==> src/design/bagd_pkg.sv <==
// Shared types and constants for the beat, apex and start gesture detector.
`timescale 1ns / 1ps
`default_nettype none
package bagd_pkg;

	localparam int CFG_IDX_W  = 3;
	localparam int CFG_DATA_W = 32;

	localparam logic [CFG_IDX_W-1:0] CFG_SPEED_THRESHOLD     = 3'd0;
	localparam logic [CFG_IDX_W-1:0] CFG_MIN_VERTICAL_EXTENT = 3'd1;
	localparam logic [CFG_IDX_W-1:0] CFG_SHORTEST_GESTURE    = 3'd2;
	localparam logic [CFG_IDX_W-1:0] CFG_LONGEST_GESTURE     = 3'd3;
	localparam logic [CFG_IDX_W-1:0] CFG_GESTURE_ENABLE      = 3'd4;

	localparam logic [14:0] RST_SPEED_THRESHOLD     = 15'd100;
	localparam logic [15:0] RST_MIN_VERTICAL_EXTENT = 16'd200;
	localparam logic [31:0] RST_SHORTEST_GESTURE    = 32'd150000;
	localparam logic [31:0] RST_LONGEST_GESTURE     = 32'd750000;
	localparam logic        RST_GESTURE_ENABLE      = 1'b1;

	localparam logic [1:0] SIGN_ZERO = 2'd0;
	localparam logic [1:0] SIGN_POS  = 2'd1;
	localparam logic [1:0] SIGN_NEG  = 2'd2;

	typedef struct packed {
		logic [14:0] speed_threshold;
		logic [15:0] min_vertical_extent;
		logic [31:0] shortest_gesture;
		logic [31:0] longest_gesture;
		logic        gesture_enable;
	} cfg_t;

	// One sample after the squaring stage.
	typedef struct packed {
		logic        [31:0] sample_time;
		logic signed [15:0] pos_y;
		logic        [1:0]  vy_sign;
		logic        [30:0] sq_x;
		logic        [30:0] sq_y;
		logic        [30:0] sq_z;
		logic        [29:0] thr_sq;
	} stage_t;

endpackage
`default_nettype wire

==> src/design/bagd_if.sv <==
// Request channels for motion samples and detector results.
`timescale 1ns / 1ps
`default_nettype none
interface bagd_sample_if;
	logic               valid;
	logic               ready;
	logic        [31:0] sample_time;
	logic signed [15:0] pos_y;
	logic signed [15:0] vel_x;
	logic signed [15:0] vel_y;
	logic signed [15:0] vel_z;

	modport source (output valid, sample_time, pos_y, vel_x, vel_y, vel_z, input ready);
	modport sink   (input valid, sample_time, pos_y, vel_x, vel_y, vel_z, output ready);
endinterface

interface bagd_result_if;
	logic        valid;
	logic        ready;
	logic        beat;
	logic        apex;
	logic        start_gesture;
	logic [31:0] gesture_beat_time;
	logic [31:0] estimated_time;

	modport source (output valid, beat, apex, start_gesture, gesture_beat_time,
		estimated_time, input ready);
	modport sink   (input valid, beat, apex, start_gesture, gesture_beat_time,
		estimated_time, output ready);
endinterface
`default_nettype wire

==> src/design/bagd_cfg.sv <==
// Configuration register bank.
`timescale 1ns / 1ps
`default_nettype none
module bagd_cfg (
	input  wire                                 clk,
	input  wire                                 arst_n,
	input  wire                                 cfg_we,
	input  wire  [bagd_pkg::CFG_IDX_W-1:0]      cfg_index,
	input  wire  [bagd_pkg::CFG_DATA_W-1:0]     cfg_wdata,
	output bagd_pkg::cfg_t                      cfg
);

	bagd_pkg::cfg_t cfg_q;

	always_ff @(posedge clk or negedge arst_n) begin
		if (!arst_n) begin
			cfg_q.speed_threshold     <= bagd_pkg::RST_SPEED_THRESHOLD;
			cfg_q.min_vertical_extent <= bagd_pkg::RST_MIN_VERTICAL_EXTENT;
			cfg_q.shortest_gesture    <= bagd_pkg::RST_SHORTEST_GESTURE;
			cfg_q.longest_gesture     <= bagd_pkg::RST_LONGEST_GESTURE;
			cfg_q.gesture_enable      <= bagd_pkg::RST_GESTURE_ENABLE;
		end else if (cfg_we) begin
			unique case (cfg_index)
				bagd_pkg::CFG_SPEED_THRESHOLD: begin
					cfg_q.speed_threshold <= cfg_wdata[14:0];
				end
				bagd_pkg::CFG_MIN_VERTICAL_EXTENT: begin
					cfg_q.min_vertical_extent <= cfg_wdata[15:0];
				end
				bagd_pkg::CFG_SHORTEST_GESTURE: begin
					cfg_q.shortest_gesture <= cfg_wdata[31:0];
				end
				bagd_pkg::CFG_LONGEST_GESTURE: begin
					cfg_q.longest_gesture <= cfg_wdata[31:0];
				end
				bagd_pkg::CFG_GESTURE_ENABLE: begin
					cfg_q.gesture_enable <= cfg_wdata[0];
				end
				default: begin
				end
			endcase
		end
	end

	assign cfg = cfg_q;

endmodule
`default_nettype wire

==> src/design/bagd_speed.sv <==
// Input register and squaring stage: velocity squares and squared threshold.
`timescale 1ns / 1ps
`default_nettype none
module bagd_speed (
	input  wire              clk,
	input  wire              arst_n,
	bagd_sample_if.sink      sample_in,
	input  wire  [14:0]      speed_threshold,
	output bagd_pkg::stage_t stage,
	output logic             stage_valid,
	input  wire              stage_take
);

	logic               v_s1;
	logic        [31:0] time_s1;
	logic signed [15:0] pos_y_s1;
	logic signed [15:0] vx_s1;
	logic signed [15:0] vy_s1;
	logic signed [15:0] vz_s1;

	logic             v_s2;
	bagd_pkg::stage_t data_s2;

	logic adv_s2;
	logic adv_s1;
	logic signed [31:0] prod_x;
	logic signed [31:0] prod_y;
	logic signed [31:0] prod_z;
	logic [29:0] thr_prod;
	logic [1:0]  sign_s1;

	assign adv_s2 = !v_s2 || stage_take;
	assign adv_s1 = !v_s1 || adv_s2;
	assign sample_in.ready = adv_s1;

	assign prod_x   = vx_s1 * vx_s1;
	assign prod_y   = vy_s1 * vy_s1;
	assign prod_z   = vz_s1 * vz_s1;
	assign thr_prod = speed_threshold * speed_threshold;

	always_comb begin
		if (vy_s1 > 16'sd0) begin
			sign_s1 = bagd_pkg::SIGN_POS;
		end else if (vy_s1 < 16'sd0) begin
			sign_s1 = bagd_pkg::SIGN_NEG;
		end else begin
			sign_s1 = bagd_pkg::SIGN_ZERO;
		end
	end

	always_ff @(posedge clk or negedge arst_n) begin
		if (!arst_n) begin
			v_s1 <= 1'b0;
			v_s2 <= 1'b0;
		end else begin
			if (adv_s1) begin
				v_s1 <= sample_in.valid;
			end
			if (adv_s2) begin
				v_s2 <= v_s1;
			end
		end
	end

	always_ff @(posedge clk) begin
		if (adv_s1 && sample_in.valid) begin
			time_s1  <= sample_in.sample_time;
			pos_y_s1 <= sample_in.pos_y;
			vx_s1    <= sample_in.vel_x;
			vy_s1    <= sample_in.vel_y;
			vz_s1    <= sample_in.vel_z;
		end
		if (adv_s2 && v_s1) begin
			data_s2.sample_time <= time_s1;
			data_s2.pos_y       <= pos_y_s1;
			data_s2.vy_sign     <= sign_s1;
			data_s2.sq_x        <= prod_x[30:0];
			data_s2.sq_y        <= prod_y[30:0];
			data_s2.sq_z        <= prod_z[30:0];
			data_s2.thr_sq      <= thr_prod;
		end
	end

	assign stage       = data_s2;
	assign stage_valid = v_s2;

endmodule
`default_nettype wire

==> src/design/bagd_track.sv <==
// Turn detection, range and apex tracking, gesture check and result register.
`timescale 1ns / 1ps
`default_nettype none
module bagd_track (
	input  wire              clk,
	input  wire              arst_n,
	input  bagd_pkg::cfg_t   cfg,
	input  bagd_pkg::stage_t stage,
	input  wire              stage_valid,
	output logic             stage_take,
	bagd_result_if.source    result_out
);

	logic               out_valid_q;
	logic               beat_q;
	logic               apex_q;
	logic               start_q;
	logic        [31:0] gbt_q;
	logic        [31:0] est_q;

	logic [1:0]         prev_sign_q;
	logic               have_beat_q;
	logic [31:0]        beat_time_q;
	logic               have_apex_q;
	logic [31:0]        apex_time_q;
	logic signed [15:0] y_low_q;
	logic signed [15:0] y_high_q;

	logic               move;
	logic [31:0]        spd_sq;
	logic               fast;
	logic               beat;
	logic               apex;
	logic               have_beat_n;
	logic [31:0]        beat_time_n;
	logic               have_apex_n;
	logic [31:0]        apex_time_n;
	logic signed [15:0] y_low_n;
	logic signed [15:0] y_high_n;
	logic signed [16:0] extent;
	logic [31:0]        len;
	logic               start;

	assign stage_take = !out_valid_q || result_out.ready;
	assign move       = stage_valid && stage_take;

	assign spd_sq = {1'b0, stage.sq_x} + {1'b0, stage.sq_y} + {1'b0, stage.sq_z};
	assign fast   = spd_sq > {2'b00, stage.thr_sq};
	assign beat   = fast && (prev_sign_q == bagd_pkg::SIGN_NEG)
		&& (stage.vy_sign == bagd_pkg::SIGN_POS);
	assign apex   = fast && (prev_sign_q == bagd_pkg::SIGN_POS)
		&& (stage.vy_sign == bagd_pkg::SIGN_NEG);

	always_comb begin
		y_low_n     = y_low_q;
		y_high_n    = y_high_q;
		have_beat_n = have_beat_q;
		beat_time_n = beat_time_q;
		have_apex_n = have_apex_q;
		apex_time_n = apex_time_q;
		if (have_beat_q) begin
			if (stage.pos_y < y_low_q) begin
				y_low_n = stage.pos_y;
			end
			if (stage.pos_y > y_high_q) begin
				y_high_n = stage.pos_y;
			end
		end
		// a new beat restarts the range and drops any apex seen so far
		if (beat) begin
			have_beat_n = 1'b1;
			beat_time_n = stage.sample_time;
			have_apex_n = 1'b0;
			y_low_n     = stage.pos_y;
			y_high_n    = stage.pos_y;
		end
		if (apex && have_beat_n && !have_apex_n) begin
			have_apex_n = 1'b1;
			apex_time_n = stage.sample_time;
		end
	end

	// range is never negative once a beat has been seen
	assign extent = {y_high_n[15], y_high_n} - {y_low_n[15], y_low_n};
	assign len    = apex_time_n - beat_time_n;
	assign start  = cfg.gesture_enable && have_beat_n && have_apex_n
		&& (extent[15:0] >= cfg.min_vertical_extent)
		&& (len <= cfg.longest_gesture) && (len >= cfg.shortest_gesture);

	always_ff @(posedge clk or negedge arst_n) begin
		if (!arst_n) begin
			out_valid_q <= 1'b0;
			prev_sign_q <= bagd_pkg::SIGN_ZERO;
			have_beat_q <= 1'b0;
			beat_time_q <= '0;
			have_apex_q <= 1'b0;
			apex_time_q <= '0;
			y_low_q     <= '0;
			y_high_q    <= '0;
		end else begin
			if (stage_take) begin
				out_valid_q <= stage_valid;
			end
			if (move) begin
				prev_sign_q <= stage.vy_sign;
				have_beat_q <= have_beat_n;
				beat_time_q <= beat_time_n;
				have_apex_q <= have_apex_n;
				apex_time_q <= apex_time_n;
				y_low_q     <= y_low_n;
				y_high_q    <= y_high_n;
			end
		end
	end

	always_ff @(posedge clk) begin
		if (move) begin
			beat_q  <= beat;
			apex_q  <= apex;
			start_q <= start;
			gbt_q   <= start ? beat_time_n : 32'd0;
			est_q   <= start ? (apex_time_n + len) : 32'd0;
		end
	end

	assign result_out.valid             = out_valid_q;
	assign result_out.beat              = beat_q;
	assign result_out.apex              = apex_q;
	assign result_out.start_gesture     = start_q;
	assign result_out.gesture_beat_time = gbt_q;
	assign result_out.estimated_time    = est_q;

`ifndef SYNTHESIS
	a_beat_apex_excl: assert property (@(posedge clk) disable iff (!arst_n)
		out_valid_q |-> !(beat_q && apex_q))
		else $error("beat and apex flagged on one sample");

	a_times_zero: assert property (@(posedge clk) disable iff (!arst_n)
		(out_valid_q && !start_q) |-> (gbt_q == 32'd0 && est_q == 32'd0))
		else $error("time fields nonzero without start gesture");

	a_apex_needs_beat: assert property (@(posedge clk) disable iff (!arst_n)
		have_apex_q |-> have_beat_q)
		else $error("apex kept without a beat");

	a_state_hold: assert property (@(posedge clk) disable iff (!arst_n)
		!move |=> ($stable(have_beat_q) && $stable(prev_sign_q) && $stable(apex_time_q)))
		else $error("tracking state changed without a request");

	a_range_order: assert property (@(posedge clk) disable iff (!arst_n)
		have_beat_q |-> (y_low_q <= y_high_q))
		else $error("vertical range inverted");
`endif

endmodule
`default_nettype wire

==> src/design/beat_apex_start_gesture_detector_unit.sv <==
// Top level of the beat, apex and start gesture detector.
`timescale 1ns / 1ps
`default_nettype none
// Takes one motion sample per request and returns exactly one result per
// sample, in order. Throughput is one sample per clock while the result side
// gives no back pressure. A sample passes the input register, which takes it
// at the edge that accepts it, then the squaring register and then the result
// register. The three velocity squares get a register stage of their own.
// The tracking state (last vertical velocity sign, beat and apex times,
// vertical range) is updated within the last stage, so consecutive samples
// never wait on each other. Back pressure on the result side fills the
// pipeline before sample_in.ready drops. Configuration writes must happen
// only while no sample is in flight.
module beat_apex_start_gesture_detector_unit (
	input  wire                              clk,
	input  wire                              arst_n,
	input  wire                              cfg_we,
	input  wire  [bagd_pkg::CFG_IDX_W-1:0]   cfg_index,
	input  wire  [bagd_pkg::CFG_DATA_W-1:0]  cfg_wdata,
	bagd_sample_if.sink                      sample_in,
	bagd_result_if.source                    result_out
);

	bagd_pkg::cfg_t   cfg;
	bagd_pkg::stage_t stage;
	logic             stage_valid;
	logic             stage_take;

	bagd_cfg u_cfg (
		.clk       (clk),
		.arst_n    (arst_n),
		.cfg_we    (cfg_we),
		.cfg_index (cfg_index),
		.cfg_wdata (cfg_wdata),
		.cfg       (cfg)
	);

	bagd_speed u_speed (
		.clk             (clk),
		.arst_n          (arst_n),
		.sample_in       (sample_in),
		.speed_threshold (cfg.speed_threshold),
		.stage           (stage),
		.stage_valid     (stage_valid),
		.stage_take      (stage_take)
	);

	bagd_track u_track (
		.clk         (clk),
		.arst_n      (arst_n),
		.cfg         (cfg),
		.stage       (stage),
		.stage_valid (stage_valid),
		.stage_take  (stage_take),
		.result_out  (result_out)
	);

endmodule
`default_nettype wire
==> src/flat_wrapper.sv <==
// flat-port wrapper written by rule: the top's interface ports become plain ports
module beat_apex_start_gesture_detector_unit_flat 
  (clk, arst_n, cfg_we, cfg_index, cfg_wdata, sample_in_valid, sample_in_sample_time, sample_in_pos_y, sample_in_vel_x, sample_in_vel_y, sample_in_vel_z, sample_in_ready, result_out_valid, result_out_beat, result_out_apex, result_out_start_gesture, result_out_gesture_beat_time, result_out_estimated_time, result_out_ready);
  bagd_sample_if sample_in_i ();
  bagd_result_if result_out_i ();
  input  wire clk;
  input  wire arst_n;
  input  wire cfg_we;
  input  wire  [bagd_pkg::CFG_IDX_W-1:0] cfg_index;
  input  wire  [bagd_pkg::CFG_DATA_W-1:0] cfg_wdata;
  input wire logic [$bits(sample_in_i.valid)-1:0] sample_in_valid;
  input wire logic [$bits(sample_in_i.sample_time)-1:0] sample_in_sample_time;
  input wire logic [$bits(sample_in_i.pos_y)-1:0] sample_in_pos_y;
  input wire logic [$bits(sample_in_i.vel_x)-1:0] sample_in_vel_x;
  input wire logic [$bits(sample_in_i.vel_y)-1:0] sample_in_vel_y;
  input wire logic [$bits(sample_in_i.vel_z)-1:0] sample_in_vel_z;
  output wire logic [$bits(sample_in_i.ready)-1:0] sample_in_ready;
  output wire logic [$bits(result_out_i.valid)-1:0] result_out_valid;
  output wire logic [$bits(result_out_i.beat)-1:0] result_out_beat;
  output wire logic [$bits(result_out_i.apex)-1:0] result_out_apex;
  output wire logic [$bits(result_out_i.start_gesture)-1:0] result_out_start_gesture;
  output wire logic [$bits(result_out_i.gesture_beat_time)-1:0] result_out_gesture_beat_time;
  output wire logic [$bits(result_out_i.estimated_time)-1:0] result_out_estimated_time;
  input wire logic [$bits(result_out_i.ready)-1:0] result_out_ready;
  assign sample_in_i.valid = sample_in_valid;
  assign sample_in_i.sample_time = sample_in_sample_time;
  assign sample_in_i.pos_y = sample_in_pos_y;
  assign sample_in_i.vel_x = sample_in_vel_x;
  assign sample_in_i.vel_y = sample_in_vel_y;
  assign sample_in_i.vel_z = sample_in_vel_z;
  assign sample_in_ready = sample_in_i.ready;
  assign result_out_valid = result_out_i.valid;
  assign result_out_beat = result_out_i.beat;
  assign result_out_apex = result_out_i.apex;
  assign result_out_start_gesture = result_out_i.start_gesture;
  assign result_out_gesture_beat_time = result_out_i.gesture_beat_time;
  assign result_out_estimated_time = result_out_i.estimated_time;
  assign result_out_i.ready = result_out_ready;
  beat_apex_start_gesture_detector_unit u_core (.clk(clk), .arst_n(arst_n), .cfg_we(cfg_we), .cfg_index(cfg_index), .cfg_wdata(cfg_wdata), .sample_in(sample_in_i), .result_out(result_out_i));
endmodule
==> config.mk <==
export PLATFORM = sky130hd
export DESIGN_NAME = beat_apex_start_gesture_detector_unit_flat
export DESIGN_NICKNAME = d
export VERILOG_FILES = /design/src/design/bagd_pkg.sv /design/src/design/bagd_if.sv /design/src/design/bagd_cfg.sv /design/src/design/bagd_speed.sv /design/src/design/bagd_track.sv /design/src/design/beat_apex_start_gesture_detector_unit.sv /design/src/flat_wrapper.sv
export SDC_FILE = /design/constraint.sdc
export NUM_CORES = 2
export LEC_CHECK = 0
export BUFFER_PORTS_ARGS = -buffer_cell sky130_fd_sc_hd__buf_2
export CAP_MARGIN = 20
export CORE_UTILIZATION = 45
export CTS_CLUSTER_DIAMETER = 60
export DETAILED_ROUTE_END_ITERATION = 10
export PLACE_DENSITY_LB_ADDON = 0.05
export SETUP_SLACK_MARGIN = 0.02
export SLEW_MARGIN = 20
export SYNTH_ARGS = -nofsm -noshare
export SYNTH_HDL_FRONTEND = slang
export SYNTH_SLANG_ARGS = --single-unit
==> constraint.sdc <==
create_clock -name clk -period 13.9 [get_ports clk]
set_input_delay 2.085 -clock clk [delete_from_list [all_inputs] [get_ports clk]]
set_output_delay 2.085 -clock clk [all_outputs]
set_load 0.02 [all_outputs]
* Word-level counts from Yosys, hierarchy flattened
Cells that the tools add are included.
** Cells by class
- Add/subtract/negate cells :: 5
- Multipliers :: 4
- Div/mod/pow operators :: 0
- $lt $le $gt $ge :: 8
- Equal/unequal tests :: 8
- Shifts and indexed selects :: 0
- Multiplexer cells :: 12
- Bitwise operators :: 0
- Reductions and logical operators :: 27
** Operators with widths (number)
- 16-bit 2-to-1 mux :: 6
- 16-bit by 16-bit multiplier with 31-bit output :: 3
- 32-bit 2-to-1 mux :: 2
- 31-bit by 31-bit adder with 32-bit output :: 1
- 32-bit by 31-bit adder with 32-bit output :: 1
- 32-bit adder :: 1
- 32-bit greater-or-equal comparator :: 1
- 32-bit by 30-bit > comparator with 1-bit output :: 1
- 32-bit less-or-equal comparator :: 1
- 32-bit subtractor :: 1
- 15-bit by 15-bit multiplier with 30-bit output :: 1
- 16-bit greater-or-equal comparator :: 1
- 16-bit by 1-bit > comparator with 1-bit output, second input constant :: 1
- 16-bit > comparator :: 1
- 16-bit by 1-bit less-than comparator with 1-bit output, second input constant :: 1
- 16-bit less-than comparator :: 1
- 16-bit subtractor :: 1
- 1-bit logical AND :: 14
- 2-bit AND reduction :: 5
- 3-bit by 2-bit equality test with 1-bit output, second input constant :: 2
- 2-bit by 1-bit equality test with 1-bit output, second input constant :: 2
- 2-bit equality test, second input constant :: 2
- 1-bit zero test :: 4
- 3-bit by 1-bit equality test with 1-bit output, second input constant :: 1
- other kinds (5) :: 9
** Word-level totals
- Register bits :: 535
- Latch bits :: 0
- RAM bits :: 0
- Memory bits (read-only) :: 0
- Output and inout bits :: 69
- Word-level logic and storage cells :: 96
- Memories kept :: 0

* Depth between registers and ports, before layout
- Depth in word-level cells :: 13
- Mapped depth :: 51
- Mapped depth without buffers :: 49

* Hierarchy
A second synthesis with hierarchy kept.
** Second synthesis, totals
- Cell total of the unflattened synthesis :: 5962
- Area, all modules :: 61368.9 sq um
** Modules (own cells, without submodules)
- bagd_speed :: times used 1, cells each 3978, area an instance 40893.0 sq um, sequential area each 8007.7 sq um
- bagd_track :: times used 1, cells each 1777, area an instance 16808.6 sq um, sequential area each 4539.4 sq um
- bagd_cfg :: times used 1, cells each 207, area an instance 3667.3 sq um, sequential area each 2433.6 sq um

* Worst setup path after synthesis
OpenSTA, ideal clock, no wires.
- Path type :: register to register
- From :: register u_core.u_speed.data_s2 (netlist bit u_core.u_speed.stage[36])
- To :: register u_core.u_track.est_q[24], in the netlist u_core.u_track.result_out.estimated_time[24] (data pin)
- Arrival time :: 9.691 ns
- Setup slack :: 4.001 ns
- Stages on the path, launching flop included :: 43
- Path buffers :: 2
- Cells stage by stage :: edfxtp_1 -> fa_1 -> ha_1 -> o31a_1 -> and4_1 -> o211ai_1 -> a21boi_0 -> o2111ai_1 -> a21boi_0 -> o21ai_0 -> a211o_1 -> or4b_2 -> o211ai_1 -> ha_1 -> nand2_1 -> o21ai_0 -> o21ai_0 -> a21oi_1 -> [7 not listed] -> o21a_1 -> o21ai_0 -> a21oi_1 -> a31oi_1 -> a311oi_1 -> and3b_1 -> o31a_1 -> o21ai_0 -> xnor2_1 -> ha_1 -> nand4_1 -> nor4_1 -> nand2_1 -> or4_1 -> a311oi_1 -> o2111ai_1 -> buf_2 -> a2111oi_0
** RTL lines
- start: declaration :: line bagd_speed.sv:22 : bagd_pkg::stage_t data_s2;
- 32-bit by 31-bit adder with 32-bit output * :: line bagd_track.sv:47 : assign spd_sq = {1'b0, stage.sq_x} + {1'b0, stage.sq_y} + {1'b0, stage.sq_z};
- 32-bit by 30-bit > comparator with 1-bit output * :: line bagd_track.sv:48 : assign fast = spd_sq > {2'b00, stage.thr_sq};
- 1-bit logical AND * :: line bagd_track.sv:51 : assign apex = fast && (prev_sign_q == bagd_pkg::SIGN_POS)
- 1-bit logical AND * :: line bagd_track.sv:52 : && (stage.vy_sign == bagd_pkg::SIGN_NEG);
- net u_core.u_track.apex :: line bagd_track.sv:33 : logic apex;
- 1-bit logical AND * (2 in a row) :: line bagd_track.sv:77 : if (apex && have_beat_n && !have_apex_n) begin
- 32-bit 2-to-1 mux * :: line bagd_track.sv:77
- net u_core.u_track.apex_time_n[1] :: line bagd_track.sv:37 : logic [31:0] apex_time_n;
- 32-bit subtractor :: line bagd_track.sv:85 : assign len = apex_time_n - beat_time_n;
- 32-bit less-or-equal comparator :: line bagd_track.sv:88 : && (len <= cfg.longest_gesture) && (len >= cfg.shortest_gesture);
- 1-bit logical AND (2 in a row) :: line bagd_track.sv:88
- end signal: assignment :: line bagd_track.sv:122 : est_q <= start ? (apex_time_n + len) : 32'd0;
- end: declaration :: line bagd_track.sv:19 : logic [31:0] est_q;
Mark *: on every way through the listed nets, which the timed path passes. The rest lies on a longest branch.
A chain may end at the register's enable or synchronous reset.

* Worst setup path in the final report
- From :: register u_core.u_speed.data_s2 (netlist bit u_core.u_speed.stage[34])
- To :: register u_core.u_track.est_q[31], in the netlist u_core.u_track.result_out.estimated_time[31] (data pin)
Same word-level chain as after synthesis.

==> flow_summary.json <==
{
  "antenna_found_initial": 9,
  "first_pass_iters": 5,
  "synth.most_common_cell": "inv_1",
  "drc_errors": 0,
  "worstPathRequired_ns": 14.45,
  "cts_made_buffers": 75,
  "cp.arrival_ns": 13.11,
  "fin_skew_ns": 0.0452,
  "setup_violations": 0,
  "start_util_pct": 45.5,
  "ys.flop_type": "edfxtp_1",
  "worst_setup_path_start_kind": "flop",
  "multiInputGateArea_um2": 39000,
  "rsz0062_at_grt": "false",
  "drt_wl_total_um": 141000,
  "die_area_um2": 133000,
  "synth_cell_type_count": 80,
  "wl_met1_um": 64400,
  "grt_start_max_net_pins": 77,
  "min_period_over_period_pct": 90.4,
  "hold_path_class": "reg2reg",
  "synthArstFlopShare_pct": 37.5,
  "dr_wl_met2_um": 67900,
  "tightestPinTransition_ns": 0.982,
  "core_um2": 130000,
  "nFillCells": 12100,
  "syn_area_per_cell_um2": 10.4,
  "cts.clk_slew.worst_paths_ns": 0.06,
  "finalMaxSlewViolations": 0,
  "synth_largest_area_cell": "fa_1",
  "avgRoutedWirePerCell_um": 18.4,
  "die_h_um": 365,
  "cts.sinks": 531,
  "status": "completed",
  "fin_crit_ns": 12.56,
  "dp_hpwl_um": 116000,
  "first_global_vias": 41500,
  "fp.dieW_um": 365,
  "totalNegativeSetupSlack_ns": 0,
  "syn_inst": 5681,
  "crit_path_end_kind": "flop",
  "regArea_um2": 15000,
  "path_max_fanout": 35,
  "slowest_stage": "nor4_1",
  "vias": 38600,
  "max_stage_delay_ns": 0.65,
  "drive_above_1_share_pct": 9.33,
  "ctsHoldBuffers": 0,
  "row_count": 132,
  "track_usage_pct": 22.3,
  "clk-insertion-delay-late_ns": 0.70,
  "finalHoldViolations": 0,
  "ant_nets": 0,
  "h-tree-depth": 3,
  "drv_cap": 0,
  "yosys_register_bits": 531,
  "ys_top_cells_by_count": "1249 x inv_1, 869 x fa_1, 577 x ha_1, 422 x nand2_1, 332 x edfxtp_1",
  "criticalPathCategory": "reg2reg",
  "placement.io_buffers": 204,
  "synthTopCellsByArea": "fa_1 29%, edfxtp_1 17%, ha_1 12%",
  "timing.fmax_mhz": 79.6,
  "highest_layer": "met5",
  "cts_resized": 0,
  "cts-root-buf": "clkbuf_16",
  "tritoncts": "yes",
  "yosys_warnings": 0,
  "nNetsFinal": 7456,
  "synth_edf_count": 332,
  "io_pins": 205,
  "gp_congestion": 0.850,
  "slew_headroom_pct": 34.5,
  "drtIter0Drc": 1887,
  "ys_seq_area_share_pct": 25.3,
  "grt_overflow": 0,
  "syn_area_um2": 59100,
  "netlist.area_leader.share_pct": 29.4,
  "via_per_inst": 5.02,
  "postCtsSetupBuffers": 0,
  "wl_met3_um": 5420,
  "cts.path.max_buffers": 3,
  "area_growth_pct": 9.79,
  "grt_pass1_wl_um": 229000
}
## path summary, 6_finish.rpt
path,end,start,cells after the start,slack (ns)
max in group asynchronous,u_core.u_track.apex_time_q[20]$_DFFE_PN0P_,arst_n,2,11.12
worst min-delay path,u_core.u_speed.stage[143]$_DFFE_PP_,u_core.u_speed.time_s1[2]$_DFFE_PP_,0,0.39
worst max register to register,u_core.u_track.result_out.estimated_time[31]$_SDFFCE_PN0P_,u_core.u_speed.stage[34]$_DFFE_PP_,47,1.34
worst max-delay path,u_core.u_track.result_out.estimated_time[31]$_SDFFCE_PN0P_,u_core.u_speed.stage[34]$_DFFE_PP_,47,1.34
min in group asynchronous,u_core.u_track.y_low_q[6]$_DFFE_PN0P_,arst_n,1,1.43
worst min register to register,u_core.u_speed.stage[143]$_DFFE_PP_,u_core.u_speed.time_s1[2]$_DFFE_PP_,0,0.39
## flip-flops by register name, summed over array words and instances, names as in the netlist, 2 cells and up
| name | flops |
|---|---|
| u_core.u_track.result_out.estimated_time | 32 |
| u_core.u_track.apex_time_q | 32 |
| u_core.u_speed.vy_s1 | 16 |
| u_core.u_track.prev_sign_q | 2 |
| u_core.u_speed.vx_s1 | 16 |
| u_core.u_speed.vz_s1 | 16 |
| u_core.u_speed.pos_y_s1 | 16 |
| u_core.u_speed.time_s1 | 32 |
| u_core.u_track.y_high_q | 16 |
| u_core.u_cfg.cfg | 96 |
| u_core.u_track.y_low_q | 16 |
| u_core.u_track.result_out.gesture_beat_time | 32 |
| u_core.u_track.beat_time_q | 32 |
| u_core.u_speed.stage | 169 |
## final cells by class
| class | count | share of cell area [%] |
|---|---|---|
| clock inverters | 47 | 1.08 |
| well taps | 1742 | 3.36 |
| clock buffers | 92 | 3.10 |
| multi-input cells | 3772 | 60.1 |
| diodes | 1 | 0.00385 |
| inverters | 1252 | 7.24 |
| repair buffers | 242 | 2.04 |
| flip-flops and latches | 531 | 23.1 |
## per-layer routing
layer  vias up  GRT usage, %
met2       576          37.7
met5         -             0
li1      18500             -
met4        12          5.51
met1     19300          30.1
met3       164          3.16
## placed cells by master (no fill, tap or decap), types with 41 or more instances in the layout
cell type and instances:
fa_1 869, buf_2 203, and2_1 207, nand2b_1 51, nand3_1 41, a21o_1 94, ha_1 577, xnor2_1 157
o21ai_0 175, a21oi_1 209, edfxtp_1 332, o21a_1 46, nand2_1 422, inv_1 1248, clkbuf_16 76, dfrtp_1 174
nor3_1 44, mux2_2 132, nor2_1 270, xor2_1 76
## worst max-delay path, delay by kind of cell (launching register included)
kind	cells	cell delay (ns)
adder cells (fa/ha/maj)	6	1.74
XOR/XNOR	1	0.15
flip-flops	1	0.41
buffers and inverters	4	0.75
AO/OA/AOI/OAI	22	5.35
multiplexers	1	0.34
AND/OR/NAND/NOR	13	3.61
## cell families after synthesis
group           Yosys count  share of synthesized area (%)
fa+ha+maj              1446                           41.6
buf+inv                1380                           8.81
other cells               1                        0.00634
simple gates           1186                           9.60
xor+xnor                233                           3.45
flops                   531                           25.3
compound gates          707                           7.50
mux                     197                           3.68
## metrics by stage
| step | instance area (um^2) | hold WS (ns) | cells | utilization [%] | setup WS (ns) |
|---|---|---|---|---|---|
| floorplan | 59100 | 0.400 | 5683 | - | 4.00 |
| finish | 64900 | 0.394 | 7679 | 50.0 | 1.34 |
| global route | 64900 | 0.394 | 7678 | 50.0 | 0.0546 |
| global placement | 62200 | 0.402 | 7539 | 47.9 | 1.36 |
| CTS | 64900 | 0.387 | 7678 | 50.0 | 1.18 |
| detailed placement | 62200 | 0.405 | 7539 | 47.9 | 1.22 |
Power is not shown: default switching activity piles up to over one toggle a cycle in this logic, so the estimate is an artifact.
